[src/hdl/npts_pkg.sv]
// Shared types, constants and codes for the nearest-point top-K selector.
package npts_pkg;

   // Map store geometry
   localparam int MAP_DEPTH     = 1024;
   localparam int MAP_ADDR_BITS = $clog2(MAP_DEPTH);
   localparam int MAP_CNT_BITS  = $clog2(MAP_DEPTH + 1);

   // Sorted candidate list
   localparam int K_MAX       = 64;
   localparam int K_CNT_BITS  = $clog2(K_MAX + 1);

   // Arithmetic widths
   localparam int COORD_BITS = 24;
   localparam int SQ_BITS    = 2 * COORD_BITS;
   localparam int DIST_BITS  = SQ_BITS + 1;
   localparam int BEST_BITS  = DIST_BITS + 1;
   localparam int POINT_BITS = 2 * COORD_BITS;

   // Configuration port
   localparam int CFG_BITS      = 11;
   localparam int CSR_ADDR_BITS = 3;
   localparam int CSR_DATA_BITS = 32;
   localparam logic [CSR_ADDR_BITS-3:0] REG_POINTS_IN_USE = '0;

   // Request codes
   localparam logic REQ_LOAD  = 1'b0;
   localparam logic REQ_QUERY = 1'b1;

   typedef struct packed {
      logic                         req_type;
      logic [MAP_ADDR_BITS-1:0]     point_index;
      logic signed [COORD_BITS-1:0] point_x;
      logic signed [COORD_BITS-1:0] point_y;
   } req_beat_type;

   typedef struct packed {
      logic [MAP_ADDR_BITS-1:0] candidate_index;
      logic [DIST_BITS-1:0]     squared_distance;
      logic                     short_list;
      logic                     last_result;
   } rsp_beat_type;

   // Controller to datapath
   typedef struct packed {
      logic                     wr_point;
      logic                     load_query;
      logic                     clear_list;
      logic                     rd_en;
      logic [MAP_ADDR_BITS-1:0] rd_addr;
      logic                     pop;
      logic                     pop_last;
      logic                     short_list;
   } npts_cmd_type;

   // Datapath to controller
   typedef struct packed {
      logic pipe_busy;
      logic out_free;
   } npts_status_type;

endpackage

[src/hdl/npts_ctrl.sv]
// Controller: request decode, map scan sequencing and result emission.
module npts_ctrl import npts_pkg::*; (
   input  logic                clock,
   input  logic                reset,
   input  logic                req_valid,
   input  logic                req_kind,
   output logic                req_ready,
   input  logic [CFG_BITS-1:0] points_in_use,
   input  npts_status_type     status,
   output npts_cmd_type        cmd
);

   localparam logic [1:0] ST_IDLE  = 2'd0;
   localparam logic [1:0] ST_SCAN  = 2'd1;
   localparam logic [1:0] ST_DRAIN = 2'd2;
   localparam logic [1:0] ST_EMIT  = 2'd3;

   logic [1:0]              state_ff, state_in;
   logic [MAP_CNT_BITS-1:0] addr_ff, addr_in;
   logic [MAP_CNT_BITS-1:0] n_ff, n_in;
   logic [K_CNT_BITS-1:0]   k_ff, k_in;
   logic [K_CNT_BITS-1:0]   remain_ff, remain_in;
   logic                    short_ff, short_in;

   logic [MAP_CNT_BITS-1:0] n_sat;
   logic                    accept;

   // Saturate the map size to the store depth
   always_comb begin
      if (MAP_CNT_BITS'(points_in_use) > MAP_CNT_BITS'(MAP_DEPTH)) begin
         n_sat = MAP_CNT_BITS'(MAP_DEPTH);
      end else begin
         n_sat = MAP_CNT_BITS'(points_in_use);
      end
   end

   assign req_ready = (state_ff == ST_IDLE);
   assign accept    = req_valid && req_ready;

   // Next state and commands
   always_comb begin
      state_in  = state_ff;
      addr_in   = addr_ff;
      n_in      = n_ff;
      k_in      = k_ff;
      remain_in = remain_ff;
      short_in  = short_ff;

      cmd            = '0;
      cmd.rd_addr    = addr_ff[MAP_ADDR_BITS-1:0];
      cmd.short_list = short_ff;
      cmd.pop_last   = (remain_ff == K_CNT_BITS'(1));

      case (state_ff)
         ST_IDLE: begin
            if (accept && req_kind == REQ_LOAD) begin
               cmd.wr_point = 1'b1;
            end
            if (accept && req_kind == REQ_QUERY) begin
               cmd.load_query = 1'b1;
               cmd.clear_list = 1'b1;
               n_in           = n_sat;
               addr_in        = '0;
               short_in       = (n_sat < MAP_CNT_BITS'(K_MAX));
               if (n_sat < MAP_CNT_BITS'(K_MAX)) begin
                  k_in = n_sat[K_CNT_BITS-1:0];
               end else begin
                  k_in = K_CNT_BITS'(K_MAX);
               end
               // Empty map: nothing to search, nothing to emit
               if (n_sat != '0) begin
                  state_in = ST_SCAN;
               end
            end
         end
         ST_SCAN: begin
            cmd.rd_en = 1'b1;
            addr_in   = addr_ff + MAP_CNT_BITS'(1);
            if (addr_ff == n_ff - MAP_CNT_BITS'(1)) begin
               state_in = ST_DRAIN;
            end
         end
         ST_DRAIN: begin
            // Wait for the last distance to settle into the list
            if (!status.pipe_busy) begin
               remain_in = k_ff;
               state_in  = ST_EMIT;
            end
         end
         ST_EMIT: begin
            if (status.out_free) begin
               cmd.pop   = 1'b1;
               remain_in = remain_ff - K_CNT_BITS'(1);
               if (remain_ff == K_CNT_BITS'(1)) begin
                  state_in = ST_IDLE;
               end
            end
         end
         default: begin
            state_in = ST_IDLE;
         end
      endcase
   end

   always_ff @(posedge clock) begin
      if (reset) begin
         state_ff <= ST_IDLE;
      end else begin
         state_ff <= state_in;
      end
      addr_ff   <= addr_in;
      n_ff      <= n_in;
      k_ff      <= k_in;
      remain_ff <= remain_in;
      short_ff  <= short_in;
   end

endmodule

[config.mk]
export PLATFORM = sky130hd
export DESIGN_NAME = npts_ctrl
export DESIGN_NICKNAME = d
export VERILOG_FILES = /design/src/hdl/npts_pkg.sv /design/src/hdl/npts_ctrl.sv
export SDC_FILE = /design/constraint.sdc
export NUM_CORES = 1
export LEC_CHECK = 0
export BUFFER_PORTS_ARGS = -buffer_cell sky130_fd_sc_hd__buf_2
export CAP_MARGIN = 20
export CORE_UTILIZATION = 59
export CTS_BUF_LIST = sky130_fd_sc_hd__clkbuf_4 sky130_fd_sc_hd__clkbuf_8
export DETAILED_ROUTE_END_ITERATION = 7
export PLACE_DENSITY = 0.82
export RECOVER_POWER = 50
export SYNTH_ARGS = -nofsm -noshare
export SYNTH_HDL_FRONTEND = slang
export SYNTH_SLANG_ARGS = --single-unit
export TNS_END_PERCENT = 1
[constraint.sdc]
create_clock -name clock -period 2.4 [get_ports clock]
set_input_delay 0.24 -clock clock [delete_from_list [all_inputs] [get_ports clock]]
set_output_delay 0.24 -clock clock [all_outputs]
set_load 0.005 [all_outputs]
# Word-level counts from Yosys, hierarchy flattened
# Index checks and enable logic that the tools add are counted.
op_classes:
  n_bitwise: 1
  n_reduce_logical: 11
  magnitude_cmp: 2
  n_addsub: 3
  eq_ne: 11
  muxes: 19
op_table:
  columns: ["op", "n"]
  rows:
  - ["$mux 11", 2]
  - ["$pmux 11 s2", 1]
  - ["$mux 2", 7]
  - ["$mux 7", 2]
  - ["$pmux 7 s2", 1]
  - ["$add 11x1->11 const B", 1]
  - ["$eq 11x11->1", 1]
  - ["$gt 11x11->1 const B", 1]
  - ["$lt 11x7->1 const B", 1]
  - ["$reduce_bool 11->1", 1]
  - ["$sub 11x1->11 const B", 1]
  - ["$ne 2x2->1 const B", 4]
  - ["$pmux 2 s4", 1]
  - ["$eq 7x1->1 const B", 1]
  - ["$sub 7x1->7 const B", 1]
  - ["$reduce_and 6->1", 1]
  - ["$eq 2x2->1 const B", 2]
  - ["$mux 1", 4]
  - ["$ne 2x1->1 const B", 2]
  - ["$reduce_and 2->1", 2]
  - ["$reduce_bool 2->1", 2]
  - ["$logic_and 1x1->1", 3]
  - ["$mux 3", 1]
  - ["$reduce_and 3->1", 1]
  - ["3 further kinds", 3]
word_totals:
  inputBits: 17
  out_inout_bits: 18
  regBits: 39

# Longest topological paths before layout
depth:
  word_depth: 6
  mapped_depth: 9

# Worst setup path before layout
# No wires, ideal clock.
synth_timing:
  kind: "reg2reg"
  from: "register n_ff[0]"
  to: "register state_ff[1]"
  t_required_ns: 2.281
  stages_incl_launch_ff: 8
  period_less_slack_ns: 2.214
  setup_slack_ns: 0.186
  arrival_ns: 2.094
  setup_time_ns: 0.119
  path_cell_list: "edfxtp_1 > or4_4 > nor4_4 > mux2i_1 > o211ai_1 > or4_1 > nand3_1 > a21oi_1"
synth_between:
  elab_chain_cells: 4
synth_rtl:
  columns: ["item", "line", "rtl"]
  rows:
  - ["start: declaration", "npts_ctrl.sv:20", "logic [MAP_CNT_BITS-1:0] n_ff, n_in;"]
  - ["start signal: assignment", "npts_ctrl.sv:112", "n_ff <= n_in;"]
  - ["$sub 11x1->11", "npts_ctrl.sv:79", "if (addr_ff == n_ff - MAP_CNT_BITS'(1)) begin"]
  - ["$eq 11x11->1", "npts_ctrl.sv:79", null]
  - ["$ne 2x2->1 (no source line)", null, null]
  - ["$reduce_and 6->1 (no source line)", null, null]
  - ["end signal: assignment", "npts_ctrl.sv:109", "state_ff <= state_in;"]
  - ["end: declaration", "npts_ctrl.sv:18", "logic [1:0] state_ff, state_in;"]
# No other way between the ends.
# A chain may end at the register's enable or synchronous reset.

# Worst setup path after layout
layout_timing:
  from: "register n_ff[1]"
  to: "register state_ff[0]"
# The elaborated chain is that of the path after synthesis.

==> results.md <==
* Post-synth ARST share at 0%
* Final-report max-slew violation count at 0
* Antenna violations before repair at 0
* Slowest cell on the critical path: or4_4
* DR iter-0 viols at 99
* Crit-path max FO at 7
* Worst R2R Path Depth at 9
* Min Tclk post-route at approximately 2.4 ns
* Setup_tns at 0 ns
* Critical path's top delay family: simple AND/OR/NAND/NOR gates
* EDFF count, synth at 37
* Register-to-register setup slack at roughly 0.0084 ns
* Arrival time worst endpoint at 2.57 ns
* Core ar. at approximately 0.0037 mm²
* Routability cong. at between 0.8 and 0.9
* Unrepaired setup endpoints after global routing: yes
* Status: complete, no violations
* CTS Buf Count at 5
* Mapped Area at approximately 0.0023 mm²
* Final #Nets at 280
* Routed len/inst at approximately 15 µm
* Worst setup EP type: register
* Synth area leader: edfxtp_1
* Vias at around 1.7k
* CTS tree: built
* Leakage Power at 1.01 nW
* Post-DP HPWL at about 3200 µm
* Synth top cells by count: edfxtp_1, nor2_1, a21oi_1, buf_4
* Initial core utilization at between 60% and 70%
* CTS root buf: clkbuf_8
* Worst path depth at 9
* Clk_lat worst skew at 0.29 ns
* Crit path buf inv count at 1
* Layout cells sized above 1 at approximately 25%
* Worst path cell trace: inv_1, ha_4, nor3b_4, a22oi_2, nor4b_2, o211ai_1, or4_4, nand2_1, a211oi_1
* Boundary pin count at 35
* PortBufs at 34
* Die height at around 65 µm
* Netlist cell types at 42
* Actual slew at the worst max-slew pin at ~0.56 ns
* Setup crit end: state_ff[0]
* CTS H-tree depth at 2
* Die footprint at 0.00420 mm²
* FF+latch count, synth at 39
* Ys flop type: edfxtp_1
* CTS Hold Bufs at 0
* Reg-to-Reg End: state_ff[0]
* Pre-antenna DRT Iters at 4
* CP required at approximately 2.6 ns
* Number of cell rows at 22
* Area growth, synth to finish at 15.3%
* Final Hold Vio Count at 0
* Gr ovfl total at 0
* Cell Pwr Density at 921 mW/mm²
* Final Cycle Share at around 100%
* GRT Util Overall at between 20% and 30%
* Layout Skew at 0.00974 ns
* Clock sinks at 39
* Largest net degree at the start of global routing at 22
* Antenna diode count at 0
* Worst setup path class: register to register
* Number of remaining DRC errors at 0
* Worst hold path type: input port to register
* Crit path from: n_ff[1]
* Ys Warns at 0
* Startpoint types: register
* Critical path's largest stage delay at about 0.45 ns
* Max Clk Rate at ~0.42 GHz
* Setup WS pre-CTS at -0.0345 ns
* Synth top area share at a little under half
* Sequential cell area fraction in the yosys report at about half
* Routed Antenna Nets at 0
* Leading post-synthesis cells by cell area: edfxtp_1, ha_1, xnor2_1, buf_4, xor2_1
* Mapped Avg Cell Area at approximately 11 µm²
* Setup violators final at 0
* Post-Synthesis Net Count at around 250
* Most common cell in the netlist: edfxtp_1
* Worst r2r src: n_ff[1]
* Final setup margin at ~0.0084 ns
* Clock-pin slew on the worst setup and hold paths at ~0.08 ns
* First-pass GRT wire length at approximately 7000 µm
* Rel. slew slack at a little over three fifths
* Worst VDD drop at around 560 µV
* Max_cap viols at 0
* WL final at roughly 4600 µm
* DIE WIDTH at around 65 µm
* Clock Path Buffers at 2
* Syn Inst Count at between 200 and 250
* Via count of the first global-routing pass at approximately 1.6k
* Avg Vias per Cell at approximately 5.6
cell type report:
| cell class | instances | area, µm² |
|---|---|---|
| timing repair buffer | 46 | 250 |
| clock inverter | 3 | 38.8 |
| tap | 48 | 60.1 |
| inverter | 11 | 41.3 |
| fill | 275 | 1030 |
| sequential | 39 | 1150 |
| multi-input combinational | 152 | 1080 |
| clock buffer | 5 | 68.8 |
through the flow:
stage	power [mW]	cell area, µm²	utilization [%]	hold slack, ns	cells
after floorplan	1.67	2330	-	0.309	220
after global placement	1.85	2510	67.7	0.421	293
after detailed placement	1.87	2510	67.7	0.421	293
after CTS	2.40	2640	70.9	0.112	302
after global routing	2.61	2690	72.3	0.114	304
final	2.48	2690	72.3	0.123	304
worst reg2reg max path, stage by stage, from the launching register on:
cell and delay, ns:
edfxtp_1 0.42, inv_1 0.13, ha_4 0.16, nor3b_4 0.32
a22oi_2 0.14, nor4b_2 0.29, o211ai_1 0.19, or4_4 0.45
nand2_1 0.10, a211oi_1 0.09
how the worst min path moves through the flow:
| stage | end | startpoint | slack [ns] | cells after the start |
|---|---|---|---|---|
| floorplan | state_ff[1] | reset | 0.31 | 1 |
| global placement | state_ff[1] | reset | 0.42 | 2 |
| detailed placement | state_ff[1] | reset | 0.42 | 2 |
| CTS | state_ff[1] | reset | 0.11 | 2 |
| global route | state_ff[1] | reset | 0.11 | 2 |
| finish | state_ff[1] | reset | 0.12 | 2 |
cells in the final DEF, fill, tap and decap left out, drive strengths merged, types with 3 or more instances in the layout:
cell type	synthesis	layout
and2	9	9
and3	3	3
nor4	4	4
nor3b	3	3
edfxtp	37	37
xor2	10	10
ha	8	8
nor2b	9	9
or3	3	3
xnor2	11	11
nand3	8	8
o21ai	7	7
nand2	11	11
inv	11	11
clkbuf	6	9
or4	4	4
nor2	23	23
nor3	4	4
buf	12	42
a21oi	16	16
where the power goes:
group          total, mW  switching [mW]  internal [mW]
combinational      0.842           0.460          0.382
clock              0.529           0.225          0.304
sequential          1.10           0.166          0.938
what timing repair did:
item	in CTS	in global routing
pin swaps	0	9
gates cloned	0	0
resized for setup	1	9
setup buffers	1	2
endpoints found under the setup margin	2	2
state kept, by name, indices dropped and copies added, names as in the netlist:
signal,cells
k_ff,7
addr_ff,11
remain_ff,7
short_ff,1
state_ff,2
n_ff,11
routing by layer:
metal	part of all wire, %	GRT usage [%]	vias up	wire length [µm]
li1	-	-	842	-
met1	46	29.1	809	2100
met2	49	35.4	49	2210
met3	4.0	5.11	5	183
met4	1.3	7.78	0	61
met5	0	0	-	0
logic make-up after synthesis:
kind of cell | Yosys count | share of synthesized area [%]
AND/OR/NAND/NOR | 86 | 21.1
flip-flops | 39 | 49.4
AO/OA/AOI/OAI | 34 | 8.81
buffers and inverters | 29 | 6.61
XOR/XNOR | 22 | 8.86
adder cells (fa/ha/maj) | 8 | 4.30
multiplexers | 2 | 0.913
(Power assumes the default switching activity.)
